### config.mk
export PLATFORM = sky130hd
export DESIGN_NAME = csvm_div
export DESIGN_NICKNAME = d
export VERILOG_FILES = /design/src/rtl/core/csvm_pkg.sv /design/src/rtl/core/csvm_div.sv
export VERILOG_INCLUDE_DIRS = /design/src /design/src/rtl/core
export SDC_FILE = /design/constraint.sdc
export NUM_CORES = 1
export LEC_CHECK = 0
export BUFFER_PORTS_ARGS = -buffer_cell sky130_fd_sc_hd__clkbuf_2
export CAP_MARGIN = 0
export CELL_PAD_IN_SITES_DETAIL_PLACEMENT = 0
export CELL_PAD_IN_SITES_GLOBAL_PLACEMENT = 1
export CORE_MARGIN = 2
export CORE_UTILIZATION = 40
export DETAILED_ROUTE_END_ITERATION = 7
export PLACE_DENSITY_LB_ADDON = 0.1
export SLEW_MARGIN = 40
export SYNTH_ARGS = -nofsm -noshare
export SYNTH_HDL_FRONTEND = slang
export SYNTH_SLANG_ARGS = --single-unit
### constraint.sdc
create_clock -name clk -period 5.6 [get_ports clk]
set_clock_uncertainty 0.2 [all_clocks]
set_input_delay 0.84 -clock clk [delete_from_list [all_inputs] [get_ports clk]]
set_output_delay 0.84 -clock clk [all_outputs]
set_load 0.05 [all_outputs]
### src/rtl/core/assert_macros.svh
// ----------------------------------------------------------------------------
// assert_macros.svh
// Assertion macros shared by the curved slab mask RTL; empty for synthesis.
// ----------------------------------------------------------------------------
`ifndef ASSERT_MACROS_SVH
`define ASSERT_MACROS_SVH

`ifndef SYNTHESIS
// clocked property, ignored while reset is high
`define CSVM_ASSERT(label, clk, rst, prop, msg) \
  label: assert property (@(posedge clk) disable iff (rst) prop) else $error(msg);
// clocked property, checked during reset as well
`define CSVM_ASSERT_ALWAYS(label, clk, prop, msg) \
  label: assert property (@(posedge clk) prop) else $error(msg);
`else
`define CSVM_ASSERT(label, clk, rst, prop, msg)
`define CSVM_ASSERT_ALWAYS(label, clk, prop, msg)
`endif

`endif

### src/rtl/core/csvm_pkg.sv
// ----------------------------------------------------------------------------
// csvm_pkg
// Types, constants and codes of the curved slab voxel mask.
// ----------------------------------------------------------------------------
package csvm_pkg;

  // volume limits and field widths
  localparam int MAX_ROWS    = 1024;
  localparam int MAX_SLICES  = 1024;
  localparam int VOXEL_BITS  = 16;
  localparam int ROW_W       = 10;
  localparam int POS_W       = 24;
  localparam int CROP_MARGIN = 2;

  // rounding divider: numerator 2*|pos|+s, denominator 2*s
  localparam int DIV_NUM_W = POS_W + 1;
  localparam int DIV_DEN_W = 17;

  // request codes
  typedef enum logic [1:0] {
    REQ_CLEAR  = 2'd0,
    REQ_ROUTE  = 2'd1,
    REQ_FINISH = 2'd2,
    REQ_VOXEL  = 2'd3
  } req_code_t;

  // configuration register indexes
  typedef enum logic [2:0] {
    REG_THICK_UP   = 3'd0,
    REG_THICK_DOWN = 3'd1,
    REG_MIN_VALUE  = 3'd2,
    REG_DIM_Y      = 3'd3,
    REG_DIM_Z      = 3'd4,
    REG_SPACING_Y  = 3'd5,
    REG_SPACING_Z  = 3'd6
  } cfg_reg_t;

  localparam int CFG_IDX_W  = 3;
  localparam int CFG_DATA_W = 16;

  // sequencer states
  typedef enum logic [3:0] {
    ST_CLEAR,
    ST_IDLE,
    ST_VOX,
    ST_RT_Y_GO,
    ST_RT_Y_WAIT,
    ST_RT_Z_GO,
    ST_RT_Z_WAIT,
    ST_FWD_RD,
    ST_FWD_USE,
    ST_BWD_RD,
    ST_BWD_USE,
    ST_CROP
  } csvm_state_t;

  // input request
  typedef struct packed {
    logic [1:0]                   req_type;
    logic signed [POS_W-1:0]      route_y;
    logic signed [POS_W-1:0]      route_z;
    logic [ROW_W-1:0]             voxel_row;
    logic [ROW_W-1:0]             voxel_slice;
    logic signed [VOXEL_BITS-1:0] voxel_value;
  } csvm_req_t;

  // result
  typedef struct packed {
    logic                         out_kind;
    logic signed [VOXEL_BITS-1:0] voxel_out;
    logic [ROW_W-1:0]             crop_low;
    logic [ROW_W-1:0]             crop_high;
  } csvm_rsp_t;

  // divider control and status
  typedef struct packed {
    logic                 start;
    logic [DIV_NUM_W-1:0] dividend;
    logic [DIV_DEN_W-1:0] divisor;
  } div_req_t;

  typedef struct packed {
    logic                 done;
    logic [DIV_NUM_W-1:0] quotient;
  } div_rsp_t;

endpackage

### src/rtl/core/csvm_div.sv
// ----------------------------------------------------------------------------
// csvm_div
// Iterative restoring divider, one quotient bit per cycle.
// ----------------------------------------------------------------------------
`include "assert_macros.svh"

module csvm_div
  import csvm_pkg::*;
(
  input  logic     clk,
  input  logic     rst,
  input  div_req_t div_req,
  output div_rsp_t div_rsp
);

  localparam int CNT_W = $clog2(DIV_NUM_W + 1);

  logic                 busy;
  logic                 done;
  logic [CNT_W-1:0]     cnt;
  logic [DIV_DEN_W-1:0] rem;
  logic [DIV_NUM_W-1:0] quo;

  logic [DIV_DEN_W:0]   rem_sh;
  logic                 fits;
  logic [DIV_DEN_W:0]   rem_sub;

  // shift in next dividend bit and trial subtract
  assign rem_sh  = {rem, quo[DIV_NUM_W-1]};
  assign fits    = rem_sh >= {1'b0, div_req.divisor};
  assign rem_sub = rem_sh - {1'b0, div_req.divisor};

  // control
  always_ff @(posedge clk) begin
    if (rst) begin
      busy <= 1'b0;
      done <= 1'b0;
      cnt  <= '0;
    end else begin
      done <= 1'b0;
      if (div_req.start) begin
        busy <= 1'b1;
        cnt  <= CNT_W'(DIV_NUM_W);
      end else if (busy) begin
        cnt <= cnt - CNT_W'(1);
        if (cnt == CNT_W'(1)) begin
          busy <= 1'b0;
          done <= 1'b1;
        end
      end
    end
  end

  // datapath, quotient bits replace dividend bits
  always_ff @(posedge clk) begin
    if (div_req.start) begin
      rem <= '0;
      quo <= div_req.dividend;
    end else if (busy) begin
      rem <= fits ? rem_sub[DIV_DEN_W-1:0] : rem_sh[DIV_DEN_W-1:0];
      quo <= {quo[DIV_NUM_W-2:0], fits};
    end
  end

  assign div_rsp.done     = done;
  assign div_rsp.quotient = quo;

  `CSVM_ASSERT(a_div_no_restart, clk, rst, div_req.start |-> !busy, "divider restarted while busy")
  `CSVM_ASSERT(a_div_done_after_busy, clk, rst, done |-> $past(busy), "divider done without run")

endmodule
* Word level (Yosys, flattened, before mapping) *
Cells that the tools add are included.

word-level totals
  flip-flop bits (word level) = 49
  bits of input ports = 45
  output and inout bits = 26
  logic and storage cells = 23

cells by class
  add/sub/neg operators = 2
  order comparisons = 1
  equality and inequality tests = 1
  mux-type cells = 9
  bitwise operators = 1
  reduce and logical (&&, ||, !) cells = 3

operators with widths
  kind                                                 number
  2-to-1 mux 25 bit                                    2
  >= comparator 18 x 17 -> 1 bit                       1
  2-to-1 mux 17 bit                                    1
  subtractor 17 bit                                    1
  2-to-1 mux 5 bit                                     2
  equality test 5 x 1 -> 1 bit, second input constant  1
  subtractor 5 x 1 -> 5 bit, second input constant     1
  2-to-1 mux 1 bit                                     4
  OR reduction 3 bit                                   1
  nonzero test 2 bit                                   1
  OR reduction 2 bit                                   1
  NOT 1 bit                                            1

* Longest topological paths before layout *
Gate-level depths: netlist (run 1).

  depth in word-level cells = 4
  mapped depth = 12
  gate-level depth less buffers = 10

* Least setup slack after synthesis (run 1) *
OpenSTA, ideal clock, no wires.

  kind = input-to-reg
  start point = input div_req[0] in the netlist's numbering
  end point = register quo[0] (data pin)
  library setup time = 0.271 ns
  data arrival time = 2.728 ns
  required time = 5.129 ns
  setup slack = 2.401 ns
  cell stages on the path = 10
  path buffers = 2
  cell sequence = ha_1 inv_1 fa_1 a21o_1 a221o_1 a211oi_1 o41a_1 buf_6 buf_4 mux2i_1

on the way
  word-level cells in the longest chain between the ends = 3

ends and longest elaborated chain
  item                            line            source
  start: declaration              csvm_div.sv:12  input div_req_t div_req,
  >= comparator 18 x 17 -> 1 bit  csvm_div.sv:30  assign fits = rem_sh >= {1'b0, div_req.divisor};
  2-to-1 mux 25 bit               csvm_div.sv:59  end else if (busy) begin
  2-to-1 mux 25 bit               csvm_div.sv:56  if (div_req.start) begin
  end signal: assignment          csvm_div.sv:58  quo <= div_req.dividend;
  end signal: assignment          csvm_div.sv:61  quo <= {quo[DIV_NUM_W-2:0], fits};
  end: declaration                csvm_div.sv:22  logic [DIV_NUM_W-1:0] quo;

Every way passes these cells. The select of a mux whose other input is x is not followed.
A chain may end at the register's enable or synchronous reset.

* Worst setup path in the final report (run 1) *
  start point = input div_req[0] in the netlist's numbering
  end point = register rem[8]

on the way
  word-level cells in the longest chain between the ends = 2
  elaborated cells between the ends (all ways) = 3
  those cells by class = 1 x add/sub; 1 x order compare; 1 x mux

ends and longest elaborated chain
  item                                                                        line                            source
  subtractor 17 bit / >= comparator 18 x 17 -> 1 bit (equally long branches)  csvm_div.sv:31, csvm_div.sv:30
  2-to-1 mux 17 bit *                                                         csvm_div.sv:60                  rem <= fits ? rem_sub[DIV_DEN_W-1:0] : rem_sh[DIV_DEN_W-1:0];
  end signal: assignment                                                      csvm_div.sv:60
  end: declaration                                                            csvm_div.sv:21                  logic [DIV_DEN_W-1:0] rem;

Mark *: on every way between the ends. The rest lies on a longest branch, timed or not.

==> results of run 1 <==
## cell usage in the layout, fill, tap and decap left out, types with 4 or more instances in the layout
| cell type | n |
|---|---|
| xor2_1 | 12 |
| inv_1 | 25 |
| a211o_1 | 5 |
| ha_1 | 19 |
| nand2_1 | 15 |
| o311ai_1 | 4 |
| o21ai_1 | 4 |
| o21ai_0 | 7 |
| a32oi_1 | 6 |
| nand3_1 | 7 |
| nor3_1 | 5 |
| clkbuf_2 | 70 |
| a21o_1 | 11 |
| a21oi_1 | 14 |
| nand4_1 | 5 |
| edfxtp_1 | 25 |
| clkbuf_8 | 5 |
| mux2_2 | 24 |
| dfxtp_1 | 24 |
| nor2_1 | 22 |
| mux2i_1 | 5 |
| nand2b_1 | 5 |
## worst min-delay path: stages (launching register included)
cell and delay [ps]:
dfxtp_1 340, nand2_1 50, o21ai_1 50
## synthesized netlist by cell type (all sizes together) (6+ instances only)
| cell type | n |
|---|---|
| nand3 | 7 |
| xor2 | 12 |
| buf | 10 |
| edfxtp | 25 |
| dfxtp | 24 |
| mux2 | 24 |
| nor2 | 22 |
| o21ai | 11 |
| a21oi | 14 |
| ha | 19 |
| inv | 26 |
| a21o | 11 |
| clkbuf | 11 |
| a32oi | 6 |
| nand2 | 15 |
## final cells by class
| type | count | area share |
|---|---|---|
| inverters | 26 | 0.0272 |
| clock buffers | 5 | 0.0192 |
| well taps | 99 | 0.0346 |
| flip-flops and latches | 49 | 0.344 |
| repair buffers | 73 | 0.104 |
| clock inverters | 3 | 0.0122 |
| multi-input cells | 214 | 0.459 |
## sequential cells by signal (all words and copies together) (netlist names)
register / count
cnt: 5
rem: 17
done: 1
quo: 25
busy: 1
## power by group
group	internal (mW)	switching, mW	leakage (nW)
Clock	0.134	0.129	0.0585
Sequential	0.410	0.0187	0.448
Combinational	0.0850	0.162	1.12
## metal layers
layer | share of wire | up-vias | track usage
li1 | - | 1261 | -
met1 | 0.48 | 1161 | 0.242
met2 | 0.46 | 67 | 0.272
met3 | 0.047 | 6 | 0.0271
met4 | 0.010 | 0 | 0.0361
met5 | 0 | - | 0
## per-stage QoR
step                worst slack [ps]  utilization  instances
global route                    1830        0.486        469
global placement                1770        0.471        461
CTS                             1970        0.486        469
finish                          1960        0.486        469
floorplan                       2400            -        310
detailed placement              1650        0.471        461
## worst min-delay path by stage
stage | from | end | cells past startpoint
floorplan | rem[1]$_SDFFE_PP0P_ | rem[1]$_SDFFE_PP0P_ | 2
global placement | rem[1]$_SDFFE_PP0P_ | rem[1]$_SDFFE_PP0P_ | 2
detailed placement | rem[1]$_SDFFE_PP0P_ | rem[1]$_SDFFE_PP0P_ | 2
CTS | rem[1]$_SDFFE_PP0P_ | rem[1]$_SDFFE_PP0P_ | 2
global route | rem[2]$_SDFFE_PP0P_ | rem[2]$_SDFFE_PP0P_ | 2
finish | rem[1]$_SDFFE_PP0P_ | rem[1]$_SDFFE_PP0P_ | 2
## cells by family (layout without fill, tap and decap cells)
| group | Yosys count | in the layout | synth area share |
|---|---|---|---|
| AO/OA/AOI/OAI | 79 | 79 | 0.189 |
| AND/OR/NAND/NOR | 71 | 71 | 0.115 |
| flip-flops | 49 | 49 | 0.400 |
| buffers and inverters | 47 | 107 | 0.0666 |
| multiplexers | 29 | 29 | 0.104 |
| adder cells (fa/ha/maj) | 20 | 20 | 0.0837 |
| XOR/XNOR | 15 | 15 | 0.0426 |
==> results.ini, run 1 <==
[yosys]
synth_area_leaders=edfxtp_1, dfxtp_1, mux2_2
synth_nets=375
yosys.area.top_type_share=0.244
synth_flop_cell=edfxtp_1
yosysUniqueCellTypes=55
yosysWarnings=0
syn_area_sq_um=3080
synth_cells=310
async_reset_ff_frac=0
synth-edff-count=25
synth_seq_cells=49
yosysTopAreaCell=edfxtp_1
seq_area_frac_synth=0.400
synth_area_per_cell_sq_um=9.94

[outcome]
status=complete, no violations

[setup_path]
worst-setup-path-type=input pin to flop
worstPathMaxFanout=18
crit_end=rem[8]$_SDFFE_PP0P_
worstSetupEndpointType=flop
worstPathCellList=clkbuf_2 > ha_1 > inv_1 > fa_1 > a21o_1 > a221o_1 > a211oi_1 > o41a_1 > buf_4 > mux2i_1 > o22ai_1
critPathLaunchType=input pin
cpLargestDelayFamily=compound AO/OA/AOI/OAI gates
path_buf_inv=3
cp.depth=11
cp_slowest_stage_delay_ps=560
worstReg2RegStart=quo[24]$_DFFE_PP_
crit_start=div_req[0]
cp_slowest_cell=o41a_1
r2r_slack_ps=2070
crit_arrival_ps=3600
r2r_cells=11
reg2reg_to=rem[8]$_SDFFE_PP0P_
required_ps=5560

[sta]
clock.fmax_mhz=275
hold_ws_ps=279
slew_headroom=0.523
fin_setup_tns_ps=0
layout_min_cycle_time_ps=3640
hold_viol=0
tightest_slew_ps=712
post-route-period-util=0.650
rsz0062_at_grt=no
setup_viol=0
slew_viol_final=0

[floorplan]
start_util=0.418
die-height_microns=91.8
ios=71
die_x_microns=91.8
die-area_sq_um=8420
std_cell_rows=31
coreArea_sq_um=7370

[global_routing]
grt_pass1_vias=2412
grtUsageTotal=0.170
grt_pass1_wl_mm=11.6
antenna_found_initial=0
grt_overflow_total=0
grt_max_degree=40

[routing]
vias=2495
dr.pass1.iters=4
drc=0
viasPerCell=5.32
drt_wl_total_mm=7.09
drtAntennaViolNets=0
drt_iter0_drc=136
routedWlPerCell_microns=15.1

[place]
hpwl_mm=5.26
gp_congestion=0.799
dpl_cell_area_sq_um=3470
portBuffers=70

[power]
peakVddDrop_mv=0.166
power.total_uw=938
p_per_area_nw_per_um2=262
p_leak_nw=1.63

[layout]
fin_nets=434
multi_input_area_sq_um=1640
area_growth_pct=16.3
design_area_sq_um=3580
drive_gt1_frac=0.300
antennaDiodeCount=0
nFillCells=736
seq_area_sq_um=1230

[clock_tree]
cts_tree=yes
cts_buffer_depth=2
post_cts_resized=0
holdBufCountCts=0
cts_max_level=2
cts_setup_buffers=0
numCtsBuffers=5
clkTransAtPathRegs_ps=90
clock-sinks=49
root_buffer=clkbuf_8
clk_latency_ps=310

[run]
max_cap_viol_count=0

[worst_hold_path]
hold_class=flop to flop

(Power assumes the default switching activity.)
==> run 2, diff against run 1 <==
--- a/config.mk
+++ b/config.mk
@@ -11,7 +11,7 @@
 export CELL_PAD_IN_SITES_DETAIL_PLACEMENT = 0
 export CELL_PAD_IN_SITES_GLOBAL_PLACEMENT = 1
 export CORE_MARGIN = 2
-export CORE_UTILIZATION = 40
+export CORE_UTILIZATION = 37
 export DETAILED_ROUTE_END_ITERATION = 7
 export PLACE_DENSITY_LB_ADDON = 0.1
 export SLEW_MARGIN = 40
==> constraint.sdc (replaced) <==
create_clock -name clk -period 3.1 [get_ports clk]
set_clock_uncertainty 0.2 [all_clocks]
set_input_delay 0.465 -clock clk [delete_from_list [all_inputs] [get_ports clk]]
set_output_delay 0.465 -clock clk [all_outputs]
set_load 0.05 [all_outputs]
==> run 2 against run 1 <==
  * Sequential power rose by 80%
  * Final cell count rose by 4.3%
  * Largest power group unchanged
  * Total power rose by 81%
  * Largest cell class unchanged
  * Combinational power rose by 92%
==> results.ini, run 2 (synthesis gave the netlist of run 1 again) <==
[outcome]
status=complete, no violations

[clock_tree]
clock-sinks=49
holdBufCountCts=0
cts_max_level=2
clkTransAtPathRegs_ps=90
root_buffer=clkbuf_8
cts_tree=yes
numCtsBuffers=5
cts_buffer_depth=2
clk_latency_ps=310

[layout]
largest_register_ffs=25
top_register=quo
area_growth_pct=22.1
antennaDiodeCount=0
fin_nets=448
top_regs=quo: 25 flops, rem: 17 flops, cnt: 5 flops
drive_gt1_frac=0.331
final_common_cell=clkbuf_2
layout_common_cells=clkbuf_2, inv_1, edfxtp_1

[routing]
dr.pass1.iters=4
drtAntennaViolNets=0
drc=0
routedWlPerCell_microns=14.8
viasPerCell=5.17
drt_iter0_drc=130
vias=2530
drt_wl_total_mm=7.23

[setup_path]
worstPathCellList=inv_1 > ha_1 > inv_1 > fa_2 > a21o_1 > a221o_1 > a211oi_2 > o41a_1 > buf_12 > buf_4 > nand4b_1 > o21ai_1
worstPathMaxFanout=8
worstSetupEndpointType=flop
crit_top_cell=inv_1
cp_slowest_stage_delay_ps=420
cp_slowest_cell=edfxtp_1
critPathLaunchType=flop
cpLargestDelayFamily=compound AO/OA/AOI/OAI gates
crit_arrival_ps=2870
required_ps=3080
path_buf_inv=4
worst-setup-path-type=flop to flop

[power]
netSwitchingPower_uw=541
pwr-share-seq=0.456
swShare=0.319
comb_power_share=0.281
power.total_mw=1.69
p_leak_nw=1.71
power_frac_clock=0.263
peakVddDrop_mv=0.350
p_int_mw=1.15
p_per_area_nw_per_um2=451

[floorplan]
ios=71
coreArea_sq_um=8130
die_x_microns=95.2
die-area_sq_um=9070
std_cell_rows=33
die-height_microns=95.2
start_util=0.379

[sta]
setup_viol=0
slew_viol_final=0
post-route-period-util=0.935
clock.fmax_mhz=345
hold_viol=0
slew_headroom=0.574
layout_min_cycle_time_ps=2900
fin_setup_tns_ps=0
tightest_slew_ps=637
rsz0062_at_grt=no

[global_routing]
antenna_found_initial=0
grtUsageTotal=0.162
grt_pass1_vias=2362
grt_overflow_total=0
grt_max_degree=39
grt_pass1_wl_mm=11.4

[run]
max_cap_viol_count=0

[place]
hpwl_mm=5.37
gp_congestion=0.855
portBuffers=70

[worst_hold_path]
hold_class=input pin to flop

==> run 2: layer usage <==
layer / wire (microns) / GRT usage / vias up
met1: 3330 / 0.225 / 1161
met4: 93 / 0.0495 / 0
met5: 0 / 0 / -
met2: 3400 / 0.254 / 67
li1: - / - / 1294
met3: 405 / 0.0332 / 8
==> run 2: power groups by stage <==
stage	Clock, mW	Sequential (mW)	Combinational [mW]
after global placement	0	0.788	0.467
after detailed placement	0	0.788	0.463
after floorplan	0	0.904	0.221
final	0.446	0.773	0.475
after global routing	0.487	0.782	0.518
after CTS	0.465	0.774	0.466
==> run 2: what timing repair did <==
| item | CTS | global route |
|---|---|---|
| setup buffers | 0 | 5 |
| setup endpoints to repair | 0 | 9 |
| resized for setup | 0 | 4 |
==> run 2: layout make-up <==
type | count | area (sq um)
inverters | 26 | 97.6
clock buffers | 6 | 72.6
repair buffers | 87 | 526
flip-flops and latches | 49 | 1230
clock inverters | 2 | 35.0
fillers | 796 | 4370
multi-input cells | 214 | 1670
well taps | 105 | 131
==> run 2: path summary, 6_finish.rpt <==
check / from / to / slack [ps] / depth (start not counted)
hold / removal: rst / cnt[3]$_SDFFE_PP0P_ / 230 / 2
setup / recovery: quo[24]$_DFFE_PP_ / rem[13]$_SDFFE_PP0P_ / 200 / 12
setup reg to reg: quo[24]$_DFFE_PP_ / rem[13]$_SDFFE_PP0P_ / 200 / 12
hold reg to reg: rem[2]$_SDFFE_PP0P_ / rem[2]$_SDFFE_PP0P_ / 280 / 2
==> run 2: stage by stage <==
step                instance area [sq um]   util  cells  setup WS [ps]  hold WS, ps
floorplan                            3080      -    310           10.9          245
global placement                     3540  0.435    474            105          269
detailed placement                   3540  0.436    474           24.8          276
CTS                                  3650  0.449    482           73.7          228
global route                         3760  0.462    489           24.5          236
finish                               3760  0.462    489            202          232
